**config.mk**
```make
export PLATFORM = sky130hd
export DESIGN_NAME = tar_header_stream_checker_unit
export DESIGN_NICKNAME = d
export VERILOG_FILES = /design/src/thsc_pkg.sv /design/src/tar_header_stream_checker_unit.sv
export SDC_FILE = /design/constraint.sdc
export NUM_CORES = 1
export LEC_CHECK = 0
export BUFFER_PORTS_ARGS = -buffer_cell sky130_fd_sc_hd__buf_2
export CELL_PAD_IN_SITES_DETAIL_PLACEMENT = 1
export CELL_PAD_IN_SITES_GLOBAL_PLACEMENT = 2
export CORE_AREA = 2 2 187 226
export DETAILED_ROUTE_END_ITERATION = 16
export DIE_AREA = 0 0 189 228
export GPL_TIMING_DRIVEN = 0
export HOLD_SLACK_MARGIN = 0.03
export PLACE_DENSITY = 0.83
export SYNTH_ARGS = -nofsm -noshare
export SYNTH_HDL_FRONTEND = slang
export SYNTH_SLANG_ARGS = --single-unit
export TNS_END_PERCENT = 100
```
**constraint.sdc**
```tcl
create_clock -name clock -period 7.9 [get_ports clock]
set_input_delay 0.395 -clock clock [delete_from_list [all_inputs] [get_ports clock]]
set_output_delay 0.395 -clock clock [all_outputs]
set_load 0.02 [all_outputs]
```
**src/thsc_pkg.sv**
```systemverilog
// Shared constants, types and parse helpers for the tar header stream checker.
package thsc_pkg;

   // Width of the stream position and header offset
   localparam int OFFSET_BITS = 40;

   localparam int BLOCK_BITS = 9;
   localparam int SUM_BITS   = 17;
   localparam int CSUM_BITS  = 24;
   localparam int SIZE_BITS  = 36;
   localparam int SKIP_BITS  = 37;

   // Byte offsets within a 512-byte header block
   localparam logic [BLOCK_BITS-1:0] LAST_BYTE   = 9'd511;
   localparam logic [BLOCK_BITS-1:0] SIZE_FIRST  = 9'd124;
   localparam logic [BLOCK_BITS-1:0] SIZE_LAST   = 9'd135;
   localparam logic [BLOCK_BITS-1:0] CSUM_FIRST  = 9'd148;
   localparam logic [BLOCK_BITS-1:0] CSUM_LAST   = 9'd155;
   localparam logic [BLOCK_BITS-1:0] TYPE_AT     = 9'd156;
   localparam logic [BLOCK_BITS-1:0] MAGIC_FIRST = 9'd257;
   localparam logic [BLOCK_BITS-1:0] MAGIC_LAST  = 9'd261;

   // Eight checksum bytes counted as spaces
   localparam logic [SUM_BITS-1:0] SPACES_SUM = 17'd256;

   localparam logic [7:0] CHAR_ZERO  = 8'h30;
   localparam logic [7:0] CHAR_SEVEN = 8'h37;
   localparam logic [7:0] CHAR_SPACE = 8'h20;
   localparam logic [7:0] CHAR_TAB   = 8'h09;
   localparam logic [7:0] CHAR_CR    = 8'h0d;

   typedef enum logic [1:0] {
      PARSE_SKIP,
      PARSE_DIGITS,
      PARSE_DONE
   } parse_phase_type;

   typedef enum logic [2:0] {
      ST_GOOD,
      ST_EMPTY,
      ST_END,
      ST_BAD_MAGIC,
      ST_BAD_SUM
   } status_type;

   typedef struct packed {
      logic [SIZE_BITS-1:0] value;
      parse_phase_type      phase;
   } octal_state_type;

   // One step of a strtol-style octal parse without sign
   function automatic octal_state_type octal_step(octal_state_type cur, logic [7:0] b);
      octal_state_type nxt;
      logic            is_digit;
      logic            is_space;
      nxt      = cur;
      is_digit = (b >= CHAR_ZERO) && (b <= CHAR_SEVEN);
      is_space = (b == CHAR_SPACE) || ((b >= CHAR_TAB) && (b <= CHAR_CR));
      case (cur.phase)
         PARSE_SKIP: begin
            if (is_digit) begin
               nxt.value = {{(SIZE_BITS-3){1'b0}}, b[2:0]};
               nxt.phase = PARSE_DIGITS;
            end else if (!is_space) begin
               nxt.phase = PARSE_DONE;
            end
         end
         PARSE_DIGITS: begin
            if (is_digit) begin
               nxt.value = {cur.value[SIZE_BITS-4:0], b[2:0]};
            end else begin
               nxt.phase = PARSE_DONE;
            end
         end
         default: begin
            nxt = cur;
         end
      endcase
      return nxt;
   endfunction

   // Expected magic text "ustar"
   function automatic logic [7:0] magic_char(logic [2:0] k);
      logic [7:0] c;
      case (k)
         3'd0:    c = 8'h75;
         3'd1:    c = 8'h73;
         3'd2:    c = 8'h74;
         3'd3:    c = 8'h61;
         3'd4:    c = 8'h72;
         default: c = 8'h00;
      endcase
      return c;
   endfunction

endpackage

```
**src/tar_header_stream_checker_unit.sv**
```systemverilog
// Tar header stream checker: walks 512-byte blocks and reports each header.
// Takes one archive byte per beat and can accept a beat in every cycle
// while the result register has room. A beat is first captured in an input
// register; one pass then updates the per-header sums, octal parsers and
// skip counter and, on the last byte of a header block, loads the result
// register. The single-pass per-byte update sets the rate at one byte per
// cycle while results are not held off. Data blocks after a good header are
// consumed without results; after an end-of-archive or error result all
// further bytes are taken and dropped until reset.
module tar_header_stream_checker_unit (
   input  logic         clock,
   input  logic         reset,
   // input stream
   input  logic         req_tvalid,
   output logic         req_tready,
   input  logic [7:0]   req_tdata,   // [7:0] data_byte
   // result stream
   output logic         rsp_tvalid,
   input  logic         rsp_tready,
   output logic [127:0] rsp_tdata,   // type_flag, file_size, header_offset,
                                     // computed_sum, stored_sum, zero fill
   output logic [2:0]   rsp_tuser    // [2:0] status
);

   localparam int OB = thsc_pkg::OFFSET_BITS;

   // input register
   logic       in_valid_ff, in_valid_in;
   logic [7:0] in_byte_ff;
   logic       advance;

   // walker state
   logic [thsc_pkg::BLOCK_BITS-1:0] idx_ff, idx_in;
   logic [thsc_pkg::SUM_BITS-1:0]   sum_ff, sum_in;
   thsc_pkg::octal_state_type       csum_ff, csum_in;
   thsc_pkg::octal_state_type       size_ff, size_in;
   logic                            magic_ok_ff, magic_ok_in;
   logic                            name_empty_ff, name_empty_in;
   logic [7:0]                      type_ff, type_in;
   logic                            prev_empty_ff, prev_empty_in;
   logic [thsc_pkg::SKIP_BITS-1:0]  skip_ff, skip_in;
   logic [OB-1:0]                   pos_ff, pos_in;
   logic                            stopped_ff, stopped_in;

   // result register
   logic                            rsp_valid_ff, rsp_valid_in;
   thsc_pkg::status_type            status_ff, status_in;
   logic [7:0]                      rtype_ff, rtype_in;
   logic [thsc_pkg::SIZE_BITS-1:0]  fsize_ff, fsize_in;
   logic [OB-1:0]                   hoff_ff, hoff_in;
   logic [thsc_pkg::SUM_BITS-1:0]   total_ff, total_in;
   logic [thsc_pkg::CSUM_BITS-1:0]  stored_ff, stored_in;

   // per-byte helpers
   thsc_pkg::octal_state_type       csum_base, size_base, csum_step, size_step;
   logic [thsc_pkg::SUM_BITS-1:0]   sum_base;
   logic [thsc_pkg::BLOCK_BITS-1:0] magic_off;
   logic [thsc_pkg::SUM_BITS-1:0]   total;
   logic [thsc_pkg::SIZE_BITS-1:0]  size_val;
   logic [thsc_pkg::SKIP_BITS-1:0]  skip_round;
   logic                            in_csum;

   // handshake: the input stage moves when the result register has room
   assign advance     = !rsp_valid_ff || rsp_tready;
   assign req_tready  = !in_valid_ff || advance;
   assign in_valid_in = (req_tvalid && req_tready) || (in_valid_ff && !advance);

   always_ff @(posedge clock) begin
      if (reset) begin
         in_valid_ff <= 1'b0;
      end else begin
         in_valid_ff <= in_valid_in;
      end
      if (req_tvalid && req_tready) begin
         in_byte_ff <= req_tdata;
      end
   end

   // helper terms for the byte in the input register
   assign in_csum   = (idx_ff >= thsc_pkg::CSUM_FIRST) && (idx_ff <= thsc_pkg::CSUM_LAST);
   assign sum_base  = (idx_ff == '0) ? '0 : sum_ff;
   assign csum_base = (idx_ff == '0) ? '{value: '0, phase: thsc_pkg::PARSE_SKIP} : csum_ff;
   assign size_base = (idx_ff == '0) ? '{value: '0, phase: thsc_pkg::PARSE_SKIP} : size_ff;
   assign csum_step = thsc_pkg::octal_step(csum_base, in_byte_ff);
   assign size_step = thsc_pkg::octal_step(size_base, in_byte_ff);
   assign magic_off = idx_ff - thsc_pkg::MAGIC_FIRST;
   assign size_val  = size_ff.value;
   assign skip_round = {size_val[thsc_pkg::SIZE_BITS-1:thsc_pkg::BLOCK_BITS]
                        + {{(thsc_pkg::SIZE_BITS-thsc_pkg::BLOCK_BITS-1){1'b0}},
                           (size_val[thsc_pkg::BLOCK_BITS-1:0] != '0)},
                        {thsc_pkg::BLOCK_BITS{1'b0}}};

   // next state and result for one byte
   always_comb begin
      idx_in        = idx_ff;
      sum_in        = sum_ff;
      csum_in       = csum_ff;
      size_in       = size_ff;
      magic_ok_in   = magic_ok_ff;
      name_empty_in = name_empty_ff;
      type_in       = type_ff;
      prev_empty_in = prev_empty_ff;
      skip_in       = skip_ff;
      pos_in        = pos_ff;
      stopped_in    = stopped_ff;
      rsp_valid_in  = rsp_valid_ff && !rsp_tready;
      status_in     = status_ff;
      rtype_in      = rtype_ff;
      fsize_in      = fsize_ff;
      hoff_in       = hoff_ff;
      total_in      = total_ff;
      stored_in     = stored_ff;
      total         = '0;

      if (in_valid_ff && advance && !stopped_ff) begin
         pos_in = pos_ff + OB'(1);
         if (skip_ff != '0) begin
            skip_in = skip_ff - thsc_pkg::SKIP_BITS'(1);
         end else begin
            // start of a header clears the accumulators
            if (idx_ff == '0) begin
               csum_in       = csum_base;
               size_in       = size_base;
               magic_ok_in   = 1'b1;
               type_in       = '0;
               name_empty_in = (in_byte_ff == '0);
            end
            sum_in = in_csum ? sum_base
                             : sum_base + {{(thsc_pkg::SUM_BITS-8){1'b0}}, in_byte_ff};
            if ((idx_ff >= thsc_pkg::SIZE_FIRST) && (idx_ff <= thsc_pkg::SIZE_LAST)) begin
               size_in = size_step;
            end
            if (in_csum) begin
               csum_in = '{value: {{(thsc_pkg::SIZE_BITS-thsc_pkg::CSUM_BITS){1'b0}},
                                  csum_step.value[thsc_pkg::CSUM_BITS-1:0]},
                           phase: csum_step.phase};
            end
            if (idx_ff == thsc_pkg::TYPE_AT) begin
               type_in = in_byte_ff;
            end
            if ((idx_ff >= thsc_pkg::MAGIC_FIRST) && (idx_ff <= thsc_pkg::MAGIC_LAST)) begin
               if (in_byte_ff != thsc_pkg::magic_char(magic_off[2:0])) begin
                  magic_ok_in = 1'b0;
               end
            end
            idx_in = idx_ff + thsc_pkg::BLOCK_BITS'(1);

            // last byte of the header: build the result
            if (idx_ff == thsc_pkg::LAST_BYTE) begin
               total        = sum_in + thsc_pkg::SPACES_SUM;
               rsp_valid_in = 1'b1;
               rtype_in     = type_ff;
               fsize_in     = '0;
               hoff_in      = pos_ff - OB'(thsc_pkg::LAST_BYTE);
               total_in     = total;
               stored_in    = csum_ff.value[thsc_pkg::CSUM_BITS-1:0];
               if (name_empty_ff) begin
                  if (prev_empty_ff) begin
                     status_in  = thsc_pkg::ST_END;
                     stopped_in = 1'b1;
                  end else begin
                     status_in     = thsc_pkg::ST_EMPTY;
                     prev_empty_in = 1'b1;
                  end
               end else begin
                  prev_empty_in = 1'b0;
                  if (!magic_ok_ff) begin
                     status_in  = thsc_pkg::ST_BAD_MAGIC;
                     stopped_in = 1'b1;
                  end else if ({{(thsc_pkg::CSUM_BITS-thsc_pkg::SUM_BITS){1'b0}}, total}
                               != csum_ff.value[thsc_pkg::CSUM_BITS-1:0]) begin
                     status_in  = thsc_pkg::ST_BAD_SUM;
                     stopped_in = 1'b1;
                  end else begin
                     status_in = thsc_pkg::ST_GOOD;
                     fsize_in  = size_val;
                     skip_in   = skip_round;
                  end
               end
            end
         end
      end
   end

   // state registers
   always_ff @(posedge clock) begin
      if (reset) begin
         idx_ff        <= '0;
         sum_ff        <= '0;
         csum_ff       <= '{value: '0, phase: thsc_pkg::PARSE_SKIP};
         size_ff       <= '{value: '0, phase: thsc_pkg::PARSE_SKIP};
         magic_ok_ff   <= 1'b1;
         name_empty_ff <= 1'b0;
         type_ff       <= '0;
         prev_empty_ff <= 1'b0;
         skip_ff       <= '0;
         pos_ff        <= '0;
         stopped_ff    <= 1'b0;
         rsp_valid_ff  <= 1'b0;
      end else begin
         idx_ff        <= idx_in;
         sum_ff        <= sum_in;
         csum_ff       <= csum_in;
         size_ff       <= size_in;
         magic_ok_ff   <= magic_ok_in;
         name_empty_ff <= name_empty_in;
         type_ff       <= type_in;
         prev_empty_ff <= prev_empty_in;
         skip_ff       <= skip_in;
         pos_ff        <= pos_in;
         stopped_ff    <= stopped_in;
         rsp_valid_ff  <= rsp_valid_in;
      end
   end

   // result payload
   always_ff @(posedge clock) begin
      status_ff <= status_in;
      rtype_ff  <= rtype_in;
      fsize_ff  <= fsize_in;
      hoff_ff   <= hoff_in;
      total_ff  <= total_in;
      stored_ff <= stored_in;
   end

   assign rsp_tvalid = rsp_valid_ff;
   assign rsp_tuser  = status_ff;
   assign rsp_tdata  = {3'b000, stored_ff, total_ff, hoff_ff, fsize_ff, rtype_ff};

endmodule

```
### Word level (Yosys, flattened, before mapping)

Cells that the tools add are included.

| storage, ports and cells | value |
|---|---|
| input bits | 12 |
| register bits after elaboration | 329 |
| logic and storage cells | 143 |
| output and inout port bits | 133 |

| cells by class | value |
|---|---|
| magnitude comparators | 10 |
| equal/unequal tests | 15 |
| reductions and logical operators | 40 |
| muxes and demuxes | 46 |
| bitwise gates (word level) | 2 |
| add/sub/neg operators | 8 |

Operators with widths:

| kind | count |
|---|---|
| 38-bit two-way mux | 6 |
| 37-bit two-way mux | 5 |
| 38-bit case mux with 2 select lines | 1 |
| 36-bit two-way mux | 2 |
| 26-bit case mux with 2 select lines | 1 |
| 24-bit two-way mux | 2 |
| 40-bit by 1-bit adder with 40-bit output, second input constant | 1 |
| 8-bit two-way mux | 5 |
| 40-bit by 9-bit subtractor with 40-bit output, second input constant | 1 |
| 37-bit nonzero test | 1 |
| 37-bit by 1-bit subtractor with 37-bit output, second input constant | 1 |
| 7-bit case mux with 5 select lines | 1 |
| 17-bit two-way mux | 2 |
| 27-bit by 1-bit adder with 27-bit output | 1 |
| 17-bit by 24-bit != test with 1-bit output | 1 |
| 9-bit by 8-bit less-or-equal comparator with 1-bit output, second input constant | 2 |
| 17-bit by 8-bit adder with 17-bit output | 1 |
| 17-bit by 9-bit adder with 17-bit output, second input constant | 1 |
| 3-bit AND reduction | 5 |
| 2-bit two-way mux | 7 |
| 1-bit two-way mux | 11 |
| 1-bit logical AND | 10 |
| 5-bit AND reduction | 2 |
| 2-bit nonzero test | 5 |
| other kinds (32) | 46 |

### Depth between registers and ports, before layout

Gate-level depths: netlist of run 1.

| logic depth | value |
|---|---|
| depth in word-level cells | 11 |
| gate-level depth with buffers | 32 |
| gate-level depth less buffers | 26 |

### Least setup slack after synthesis of run 1

Ideal clock, no wire load.

| path | value |
|---|---|
| path type | register -> register |
| start | register idx_ff[1] in the netlist's numbering |
| end | register skip_ff[24] in the netlist's numbering |
| path buffers | 5 |
| cell stages (with the launch flop) | 32 |
| path slack | 1765 ps |
| library setup time | 117 ps |
| clock period less this slack | 6135 ps |
| data required time | 7783 ps |
| arrival time | 6018 ps |
| cell sequence | dfxtp_1 buf_2 inv_1 ha_1 nor4b_2 nand2_1 buf_2 clkbuf_1 nand2_1 inv_1 ha_1 o211ai_1 a21o_1 a22o_4 buf_6 nor2_1 xor2_1 clkinv_2 ha_1 clkbuf_1 xor2_1 nor2_1 a2bb2oi_1 o22ai_1 nor4b_1 o2111ai_1 nor4_1 o2111a_1 o2111ai_1 o21a_1 or3_1 a32o_1 |

| between the ends | value |
|---|---|
| longest elaborated chain between the ends | 8 |
| elaborated cells between the ends (all ways) | 13 |
| classes of those cells | add/sub (2); order compare (2); eq/ne (3); mux (2); reduce/logical (4) |

RTL lines:

| item | RTL line | source |
|---|---|---|
| start: declaration | tar_header_stream_checker_unit.sv:33 | `logic [thsc_pkg::BLOCK_BITS-1:0] idx_ff, idx_in;` |
| start signal: assignment | tar_header_stream_checker_unit.sv:201 | `idx_ff <= idx_in;` |
| 9-bit logical NOT | tar_header_stream_checker_unit.sv:81 | `assign sum_base = (idx_ff == '0) ? '0 : sum_ff;` |
| 17-bit two-way mux | tar_header_stream_checker_unit.sv:81 |  |
| 17-bit by 8-bit adder with 17-bit output | tar_header_stream_checker_unit.sv:129 | `: sum_base + {{(thsc_pkg::SUM_BITS-8){1'b0}}, in_byte_ff};` |
| 17-bit two-way mux | tar_header_stream_checker_unit.sv:128 | `sum_in = in_csum ? sum_base` |
| 17-bit by 9-bit adder with 17-bit output | tar_header_stream_checker_unit.sv:150 | `total = sum_in + thsc_pkg::SPACES_SUM;` |
| 17-bit by 24-bit != test with 1-bit output | tar_header_stream_checker_unit.sv:171 | `!= csum_ff.value[thsc_pkg::CSUM_BITS-1:0]) begin` |
| 2-bit != test (no line) | - |  |
| 5-bit AND reduction (no line) (*) | - |  |
| end signal: assignment | tar_header_stream_checker_unit.sv:209 | `skip_ff <= skip_in;` |
| end: declaration | tar_header_stream_checker_unit.sv:41 | `logic [thsc_pkg::SKIP_BITS-1:0] skip_ff, skip_in;` |

Mark *: on every way between the ends. The rest lies on a longest branch, timed or not.
A chain may end at the register's enable or synchronous reset.

### Final worst setup path of run 1

| path | value |
|---|---|
| start | register idx_ff[0] in the netlist's numbering |
| end | register skip_ff[13] in the netlist's numbering |

Same word-level chain as after synthesis.

==> results of run 1 <==
[cell usage in the layout (no fill, tap or decap), types with 6 or more instances in the layout]
master / Yosys / final
nor2_1: 225 / 225
xor2_1: 87 / 86
and3_1: 25 / 25
a211oi_1: 15 / 15
nor2b_1: 7 / 7
or4_1: 9 / 9
or3_1: 30 / 30
nand2_1: 134 / 134
ha_1: 20 / 19
clkinv_2: 1 / 7
mux2i_1: 11 / 11
clkbuf_1: 69 / 75
clkbuf_16: 0 / 38
o21ai_1: 10 / 9
nand2b_1: 11 / 11
nand4_1: 25 / 25
a22oi_1: 71 / 71
o31ai_1: 8 / 8
nor3_1: 36 / 36
and2_1: 47 / 47
a21oi_1: 77 / 77
or2_2: 7 / 7
o211ai_1: 8 / 8
nor4_1: 21 / 20
dfxtp_1: 181 / 181
xnor2_1: 54 / 54
o21ai_0: 49 / 49
o21a_1: 7 / 7
o2111ai_1: 6 / 6
nand3_1: 43 / 43
inv_1: 22 / 22
edfxtp_1: 136 / 136
buf_2: 22 / 161
[worst paths after layout]
path                      from             to  slack, ns  cells after the start
setup / recovery     idx_ff[0]    skip_ff[13]       0.45                     28
hold / removal    req_tdata[3]  in_byte_ff[3]       0.05                      1
setup reg to reg     idx_ff[0]    skip_ff[13]       0.45                     28
hold reg to reg     type_ff[0]    rtype_ff[0]       0.43                      0
[state kept, by name (all words and copies together) (netlist names), 8 cells and up]
name and count:
sum_ff 17, fsize_ff 36, csum_ff 26, pos_ff 40
idx_ff 9, total_ff 17, size_val 36, hoff_ff 40
skip_ff 37, stored_ff 24, in_byte_ff 8, rtype_ff 8
type_ff 8
[through the flow]
| stage | power (uW) | hold slack [ns] | area, um2 | cells | utilization [%] |
|---|---|---|---|---|---|
| 2_1_floorplan | 1860 | 0.406 | 15400 | 1597 | - |
| 3_3_place_gp | 1920 | 0.415 | 16800 | 2283 | 40.8 |
| 3_5_place_dp | 1930 | 0.419 | 16800 | 2284 | 40.8 |
| 4_1_cts | 3670 | 0.0315 | 18100 | 2351 | 43.9 |
| 5_1_grt | 3740 | 0.0332 | 18100 | 2353 | 44.1 |
| 6_report | 3620 | 0.0526 | 18100 | 2353 | 44.1 |
[layout make-up]
class	instances	area share, %
Sequential cell	317	42.5
Multi-Input combinational cell	1156	39.7
Clock buffer	50	5.71
Timing Repair Buffer	146	4.28
Tap cell	546	3.77
Buffer	99	2.44
Clock inverter	15	1.04
Inverter	24	0.531
[kinds of logic (layout without fill, tap and decap cells)]
logic type | count (synthesis) | in the layout | share of synthesized area, %
muxes | 13 | 13 | 0.862
DFF | 317 | 317 | 50.1
adders and majority gates | 22 | 22 | 1.82
AOI/OAI and AO/OA | 319 | 319 | 14.1
and+or+nand+nor | 654 | 654 | 20.9
xor gates and xnor gates | 145 | 145 | 8.63
other | 1 | 3 | 0.0244
buffers and inverters | 124 | 334 | 3.46
[what timing repair did]
action | in CTS | in global routing
cloned | 0 | 0
setup endpoints to repair | 70 | 70
hold buffers | 3 | 1
gates resized for setup | 5 | 7
hold endpoints to repair | 3 | 1
buffers inserted | 0 | 1
pin swaps | 0 | 1
[power by group]
| group | internal (uW) | total [uW] | switching, uW | leakage (uW) |
|---|---|---|---|---|
| Clock | 1050 | 1730 | 678 | 0.000597 |
| Combinational | 52.7 | 176 | 123 | 0.00351 |
| Sequential | 1710 | 1720 | 13.2 | 0.00277 |
| Total | 2810 | 3620 | 814 | 0.00688 |
[per-layer routing]
layer	track usage [%]	share of wire (%)	vias to the layer above	routed length (um)
met3	2.55	3.7	84	1650
met4	7.81	3.4	0	1540
met2	36.1	50	252	22300
li1	-	-	6106	-
met5	0	0	-	0
met1	25.8	43	6216	19200
==> impl_results.md, run 1 <==
* Status: completed
* Slew Viols, Final at 0
* Die H at between 200 and 250 um
* Overall routed net length at 44.7 mm
* Max Buffers Root-to-Sink at 3
* Worst vdd ir at 0.141 mV
* Clock sinks at ~320
* Largest net degree at the start of global routing at between 90 and 100
* Rel. slew slack at between 20% and 30%
* Least-Margin Pin Slew at between 1 and 1.5 ns
* Setup TNS at 0 ns
* Full die area at between 40,000 and 50,000 um2
* Yosys reg bits at roughly 320
* Area contributors post-synth: edfxtp_1 (27%), dfxtp_1 (24%), nor2_1 (5.5%), xor2_1 (5.0%), a22oi_1 (3.5%)
* Hold WC Path Type: in -> reg
* Antenna Cells at 0
* H-tree depth at 2
* Area occupied by multi-input gates at between 7000 and 8000 um2
* Total global routing overflow at 0
* P&R area growth vs syn at 17.9%
* TritonCTS clock tree: built
* Die width at roughly 190 um
* Top-count cell post-synth: nor2_1
* Worst skew pair latency at 0.53 ns
* Share of cells above drive strength 1 at between 10% and 20%
* Main synth FF type: dfxtp_1
* CP Buf/Inv Count at 6
* Top cells by count, synth: nor2_1 (225), dfxtp_1 (181), edfxtp_1 (136)
* Final setup margin at ~0.45 ns
* First-pass GRT wire length at between 70 and 80 mm
* DRC viols at 0
* Yosys Warn Count at 0
* Setup WS pre-CTS at -0.530 ns
* Max incr delay on CP at around 0.70 ns
* Leak at 0.00688 uW
* GP Congestion at 0.882
* Max stage delay cell, worst path: or4b_2
* Vias/cell at around 5.4
* Finish-stage setup viols at 0
* Clk_skew at roughly 0.014 ns
* Nets at about 1,800
* Clock Root Buffer: clkbuf_16
* Initial antenna violation count at 0
* Post-synthesis cell count at 1,595
* Initial Util at a little under two fifths
* Port bufs at 140
* Post-synth EDFFs at about 140
* Critical Path AT at about 7.9 ns
* Fillers at 4,706
* CTS Buf Count at 36
* Vias at 12,658
* Seq/Total Area, Yosys at about 50%
* Syn Area/Cell at ~9.6 um2
* Setup crit end kind: register
* Reg clk slew, reported paths at about 0.060 ns
* Leading area contributor after synthesis: edfxtp_1
* Routed length per placed instance at 19.0 um
* Crit share post-route at between 90% and 100%
* Core Area at about 40,000 um2
* Final min period at between 7 and 8 ns
* Total GRT Usage at 20.6%
* CP Max Fanout at 10
* Required time worst endpoint at 8.35 ns
* Top cell type's share of synthesized area at 26.6%
* CP Launch Type: register
* Yosys cell types at 94
* Largest delay share family, worst path: simple AND/OR/NAND/NOR gates
* CP Class: reg -> reg
* Row count at 82
* Hold Vio Cnt, Final at 0
* Mapped cell area at ~15,000 um2
* HPWL after DPL at between 30 and 40 mm
* Max Clock Freq at 0.134 GHz
* DR pass1 iterations at 5
* PwrDens at 200 nW/um2
* IO Pins at between 100 and 150
* Routed Antenna Nets at 0
* Drt initial violations at ~720
* Async set-or-reset flop fraction in the synthesized netlist at 0%
* Vias in the first global route at roughly 13,000
* Reg area at ~7700 um2
* Max_cap viols at 0
No activity file was read; power rests on OpenSTA's default activity.
==> run 2, diff against run 1 <==
--- a/config.mk
+++ b/config.mk
@@ -8,12 +8,12 @@
 export BUFFER_PORTS_ARGS = -buffer_cell sky130_fd_sc_hd__buf_2
 export CELL_PAD_IN_SITES_DETAIL_PLACEMENT = 1
 export CELL_PAD_IN_SITES_GLOBAL_PLACEMENT = 2
-export CORE_AREA = 2 2 187 226
+export CORE_AREA = 2 2 190 229
 export DETAILED_ROUTE_END_ITERATION = 16
-export DIE_AREA = 0 0 189 228
+export DIE_AREA = 0 0 192 231
 export GPL_TIMING_DRIVEN = 0
 export HOLD_SLACK_MARGIN = 0.03
-export PLACE_DENSITY = 0.83
+export PLACE_DENSITY = 0.81
 export SYNTH_ARGS = -nofsm -noshare
 export SYNTH_HDL_FRONTEND = slang
 export SYNTH_SLANG_ARGS = --single-unit
==> impl_results.md, run 2 (synthesized netlist as in run 1, its figures left out) <==
* R2R Setup Slk at 0.40 ns (-0.05 ns)
* Hold Vio Cnt, Final at 0 (unchanged)
* Reg area at 7710 um2 (unchanged)
* Total global routing overflow at 0 (unchanged)
* Max Buffers Root-to-Sink at 3 (unchanged)
* IO Pins at 145 (unchanged)
* Psw at 844 uW (+3.6%)
* Vias at 12,658 (unchanged)
* Max Clock Freq at 0.133 GHz (-0.67%)
* Post-layout util at 42.9% (-1.2 points)
* Vias in the first global route at 13,101 (+0.86%)
* CP Class: reg -> reg
* Share of cells above drive strength 1 at 15.2% (+0.26 points)
* Max_cap viols at 0 (unchanged)
* CP Launch Type: register
* Nets at 1,820 (+0.39%)
* WP depth at 29 (+3.6%)
* Full die area at 44,400 um2 (+2.9%)
* Total GRT Usage at 20.9% (+0.29 points)
* Critical Path AT at 7.88 ns (-0.02 ns)
* HPWL after DPL at 33.3 mm (+3.3%)
* Largest delay share family, worst path: compound AO/OA/AOI/OAI gates
* Clock Root Buffer: clkbuf_16
* Drt initial violations at 555 (-23%)
* Finish-stage setup viols at 0 (unchanged)
* Internal Power at 2800 uW (-0.40%)
* Commonest cells after routing, fill and taps aside: nor2_1 (225), dfxtp_1 (181), buf_2 (162)
* Final min period at 7.50 ns (+0.0503 ns)
* Row count at 83 (+1.2%)
* CP endpoint: skip_ff[30]
* CP Buf/Inv Count at 6 (unchanged)
* Cells on worst reg2reg path at 29 (+3.6%)
* Routed length per placed instance at 19.4 um (+2.1%)
* Overall routed net length at 45.9 mm (+2.7%)
* TritonCTS clock tree: built
* Net Sw Frac at 23.2% (+0.69 points)
* Clk_skew at 0.0286 ns (+0.0144 ns)
* Reg clk slew, reported paths at 0.06 ns (about the same)
* Placed Instance Area at 16,800 um2 (about the same)
* Initial Util at 36.3% (-1.1 points)
* Largest net degree at the start of global routing at 94 (-1.1%)
* Port bufs at 140 (unchanged)
* Required time worst endpoint at 8.28 ns (-0.07 ns)
* CTS Buf Count at 37 (+2.8%)
* Fillers at 4,893 (+4.0%)
* Die H at 231 um (+1.3%)
* P&R area growth vs syn at 18.2%
* H-tree depth at 2 (unchanged)
* Part of the power in registers at 47.2% (-0.3 points)
* Crit share post-route at 94.9% (+0.64 points)
* Routed Antenna Nets at 0 (unchanged)
* First-pass GRT wire length at 72.8 mm (+2.3%)
* GP Congestion at 0.907 (+2.8%)
* Least-Margin Pin Slew at 1.08 ns (-0.0164 ns)
* Core Area at 42,400 um2 (+3.0%)
* Critical path startpoint: idx_ff[0]
* Worst skew pair latency at 0.54 ns (about the same)
* Worst R2R End: skip_ff[30]
* Setup crit end kind: register
* Reg-to-reg startpoint: idx_ff[0]
* Max stage delay cell, worst path: or4b_2
* DR pass1 iterations at 5 (unchanged)
* Clock power share at 47.9% (+0.2 points)
* Area occupied by multi-input gates at 7190 um2 (-0.21%)
* CP Max Fanout at 10 (unchanged)
* Fin area at 18,200 um2 (+0.28%)
* Worst vdd ir at 0.137 mV (-3.1%)
* Clock sinks at 317 (unchanged)
* Slew Viols, Final at 0 (unchanged)
* Hold WC Path Type: in -> reg
* Hold path cells at 3 (+2)
* Leak at 0.00691 uW (+0.48%)
* Antenna Cells at 0 (unchanged)
* DRC viols at 0 (unchanged)
* Initial antenna violation count at 0 (unchanged)
* Most common cell after layout, fill and taps aside: nor2_1
* Rel. slew slack at 28.1% (+1.6 points)
* Logic gate share of total power at 4.9% (about the same)
* PwrDens at 200 nW/um2 (+0.21%)
* Largest regs: hoff_ff: 40 flops, pos_ff: 40 flops, skip_ff: 37 flops
* Status: completed
* Cell with the most instances on the worst path: buf_2
* Die width at 192 um (+1.6%)
* Vias/cell at 5.35 (-0.59%)
* Unrepaired setup endpoints after global routing: false
* Max incr delay on CP at 0.67 ns (-0.03 ns)
## run 2: cell count changes in the layout (fill, tap and decap cells not counted), moves of 2 or more
cell	before	now
clkbuf_1	75	70
dlygate4sd3_1	4	8
inv_6	0	3
buf_4	5	7
clkinv_1	2	4
clkinv_4	1	3
## run 2: final cells by class
type,instances,area share (%)
Timing Repair Buffer,152,4.57
Clock inverter,22,1.29
Sequential cell,317,42.4
Tap cell,552,3.80
Buffer,99,2.43
Clock buffer,45,5.48
Inverter,24,0.530
Multi-Input combinational cell,1156,39.5
## run 2: worst min path at each step
stage | startpoint | endpoint | slack, ns
global placement | type_ff[3] | rtype_ff[3] | 0.42
floorplan | csum_ff[7] | stored_ff[5] | 0.41
CTS | req_tvalid | in_valid_ff | 0.11
global route | req_tvalid | in_valid_ff | 0.14
finish | req_tvalid | in_valid_ff | 0.14
detailed placement | type_ff[3] | rtype_ff[3] | 0.42
## run 2: power groups by stage
stage                     logic (uW)  registers (uW)  clock network (uW)
after CTS                        176            1720                1800
after floorplan                  113            1750                   0
final                            178            1720                1740
after detailed placement         171            1760                   0
after global routing             195            1720                1850
after global placement           168            1760                   0
## run 2: worst reg2reg max path, delay by kind of cell, from the launching register on
| kind | cells | cell delay, ns |
|---|---|---|
| compound gates | 11 | 2.47 |
| xor+xnor | 1 | 0.12 |
| fa+ha+maj | 3 | 0.82 |
| buf+inv | 6 | 1.36 |
| flops | 1 | 0.48 |
| simple gates | 8 | 2.09 |
## run 2: layer usage
metal  track usage [%]  wire [um]
met1              25.1      19400
met2              37.1      23000
met4              8.71       1880
met3              3.06       1670
met5                 0          0
## run 2: timing repair
item / in CTS / in global routing
resized for setup: 5 / 7
buffers inserted: 1 / 2
setup endpoints to repair: 70 / 60
hold buffers: 8 / 0
hold endpoints to repair: 8 / 0
pin swaps: 1 / 0
## run 2: stage by stage
stage	hold WS, ns	setup slack, ns	setup TNS (ns)	cells	total power (uW)
floorplan	0.406	1.76	0	1597	1860
global placement	0.417	-0.546	-21.73	2289	1920
detailed placement	0.417	-0.567	-26.98	2290	1930
CTS	0.110	0.120	0	2365	3690
global route	0.142	0.0744	0	2367	3770
finish	0.137	0.402	0	2367	3640
==> run 3, diff against run 2 <==
--- a/config.mk
+++ b/config.mk
@@ -7,13 +7,13 @@
 export LEC_CHECK = 0
 export BUFFER_PORTS_ARGS = -buffer_cell sky130_fd_sc_hd__buf_2
 export CELL_PAD_IN_SITES_DETAIL_PLACEMENT = 1
-export CELL_PAD_IN_SITES_GLOBAL_PLACEMENT = 2
+export CELL_PAD_IN_SITES_GLOBAL_PLACEMENT = 1
 export CORE_AREA = 2 2 190 229
 export DETAILED_ROUTE_END_ITERATION = 16
 export DIE_AREA = 0 0 192 231
 export GPL_TIMING_DRIVEN = 0
 export HOLD_SLACK_MARGIN = 0.03
-export PLACE_DENSITY = 0.81
+export PLACE_DENSITY = 0.69
 export SYNTH_ARGS = -nofsm -noshare
 export SYNTH_HDL_FRONTEND = slang
 export SYNTH_SLANG_ARGS = --single-unit
==> impl_results.md, run 3 (synthesized netlist as in run 1, its figures left out) <==
* CP Max Fanout at 10 (unchanged)
* Max stage delay cell, worst path: or4b_2
* Initial antenna violation count at 0 (unchanged)
* Logic gate share of total power at 4.9% (about the same)
* Setup crit end kind: register
* Placed Instance Area at 16,800 um2 (unchanged)
* Max Buffers Root-to-Sink at 3 (unchanged)
* Worst skew pair latency at 0.54 ns (about the same)
* Total global routing overflow at 0 (unchanged)
* Least-Margin Pin Slew at 1.07 ns (-0.00899 ns)
* Die H at 231 um (unchanged)
* Hold Vio Cnt, Final at 0 (unchanged)
* Clock Root Buffer: clkbuf_16
* Setup TNS at 0 ns (unchanged)
* Largest net degree at the start of global routing at 94 (unchanged)
* PwrDens at 199 nW/um2 (-0.57%)
* Psw at 830 uW (-1.6%)
* IO Pins at 145 (unchanged)
* Worst hold slack at 0.0530 ns (-0.0842 ns)
* Clock sinks at 317 (unchanged)
* Slew Viols, Final at 0 (unchanged)
* Setup WS pre-CTS at -0.422 ns (+0.144 ns)
* Most common cell after layout, fill and taps aside: nor2_1
* Worst vdd ir at 0.148 mV (+7.8%)
* P&R area growth vs syn at 18.0%
* Unrepaired setup endpoints after global routing: false
* Core Area at 42,400 um2 (unchanged)
* Cell with the most instances on the worst path: buf_2
* Die width at 192 um (unchanged)
* Max Clock Freq at 0.135 GHz (+1.5%)
* Routed Antenna Nets at 0 (unchanged)
* Critical Path AT at 7.84 ns (-0.04 ns)
* Global routing's busiest layer: met2
* Largest regs: hoff_ff: 40 flops, pos_ff: 40 flops, skip_ff: 37 flops
* GP Congestion at 0.881 (-2.9%)
* Max incr delay on CP at 0.70 ns (+0.03 ns)
* Commonest cells after routing, fill and taps aside: nor2_1 (225), dfxtp_1 (181), buf_2 (162)
* DRC viols at 0 (unchanged)
* Hold WC Path Type: in -> reg
* Overall routed net length at 45.4 mm (-1.1%)
* Reg area at 7710 um2 (unchanged)
* Post-layout util at 42.8% (-0.091 points)
* GRT met3 Usage at 3.09% (+0.030 points)
* Finish-stage setup viols at 0 (unchanged)
* Met1 usage at 25.0% (-0.10 points)
* Clock power share at 47.5% (-0.4 points)
* Drt initial violations at 586 (+5.6%)
* Fin area at 18,100 um2 (-0.21%)
* First-pass GRT wire length at 71.3 mm (-2.1%)
* Net Sw Frac at 23.0% (-0.18 points)
* Area occupied by multi-input gates at 7190 um2 (+0.10%)
* HPWL after DPL at 32.7 mm (-1.8%)
* Leak at 0.00687 uW (-0.55%)
* Row count at 83 (unchanged)
* Global-route met2 utilization at 36.0% (-1.1 points)
* Routed length per placed instance at 19.2 um (-0.96%)
* Fillers at 4,849 (-0.90%)
* CTS Buf Count at 37 (unchanged)
* CP Launch Type: register
* Vias in the first global route at 13,007 (-0.72%)
* Clk_skew at 0.0233 ns (-0.00525 ns)
* Full die area at 44,400 um2 (unchanged)
* Part of the power in registers at 47.6% (+0.4 points)
* Required time worst endpoint at 8.35 ns (+0.07 ns)
* Vias/cell at 5.41 (+1.1%)
* Final min period at 7.39 ns (-0.112 ns)
* Internal Power at 2780 uW (-0.55%)
* Antenna Cells at 0 (unchanged)
* H-tree depth at 2 (unchanged)
* CP Class: reg -> reg
* Crit share post-route at 93.5% (-1.4 points)
* Reg clk slew, reported paths at 0.06 ns (about the same)
* Vias at 12,776 (+0.93%)
* Total GRT Usage at 20.4% (-0.54 points)
* Max_cap viols at 0 (unchanged)
* Status: completed
* Initial Util at 36.3% (unchanged)
* DR pass1 iterations at 5 (unchanged)
* TritonCTS clock tree: built
* Rel. slew slack at 28.2% (+0.12 points)
* Port bufs at 140 (unchanged)
* Final setup margin at 0.514 ns (+0.112 ns)
* Nets at 1,816 (-0.22%)
* Share of cells above drive strength 1 at 15.1% (-0.022 points)
run 3: changes by cell type in the layout (fill, tap and decap cells not counted), moves of 3 or more:
cell           before  now
clkbuf_1           70   73
clkinvlp_4          1    4
dlygate4sd3_1       8    4
inv_6               3    0
run 3: what timing repair did:
| item | CTS | global route |
|---|---|---|
| setup buffers | 0 | 3 |
| hold buffers | 4 | 0 |
| hold endpoints to repair | 4 | 0 |
| setup endpoints to repair | 70 | 70 |
| pin swaps | 0 | 1 |
| resized for setup | 6 | 5 |
run 3: critical path, delay by kind of cell, from the launching register on:
kind	cells	cell delay, ns
adders and majority gates	3	0.93
AOI/OAI and AO/OA	5	0.86
buffers and inverters	6	1.45
and+or+nand+nor	13	3.40
xor gates and xnor gates	1	0.26
DFF	1	0.37
run 3: layout make-up:
class	instances	share of cell area [%]
flip-flops and latches	317	42.5
multi-input cells	1156	39.6
clock inverters	19	1.08
well taps	552	3.81
clock buffers	48	5.67
repair buffers	148	4.36
plain buffers	99	2.43
inverters	24	0.531
run 3: path summary, 6_finish.rpt:
path | from | end | slack, ns | cells after the start
worst max register to register | idx_ff[0] | skip_ff[17] | 0.51 | 28
worst min register to register | type_ff[2] | rtype_ff[2] | 0.44 | 0
worst max-delay path | idx_ff[0] | skip_ff[17] | 0.51 | 28
worst min-delay path | req_tdata[3] | in_byte_ff[3] | 0.05 | 1
run 3: routing by layer:
layer  part of all wire, %  vias to the layer above
li1                      -                     6118
met1                    43                     6323
met2                    51                      245
met3                   3.7                       90
met4                   3.1                        0
met5                     0                        -
run 3: through the flow:
step,total power [uW],instances
floorplan,1860,1597
global placement,1920,2289
detailed placement,1920,2290
CTS,3660,2361
global route,3740,2363
finish,3610,2363
run 3: power by group through the flow:
stage / Clock, uW / Sequential, uW / Combinational, uW
6_report: 1720 / 1720 / 176
5_1_grt: 1830 / 1720 / 192
4_1_cts: 1770 / 1720 / 174
3_5_place_dp: 0 / 1750 / 170
3_3_place_gp: 0 / 1750 / 166
2_1_floorplan: 0 / 1750 / 113
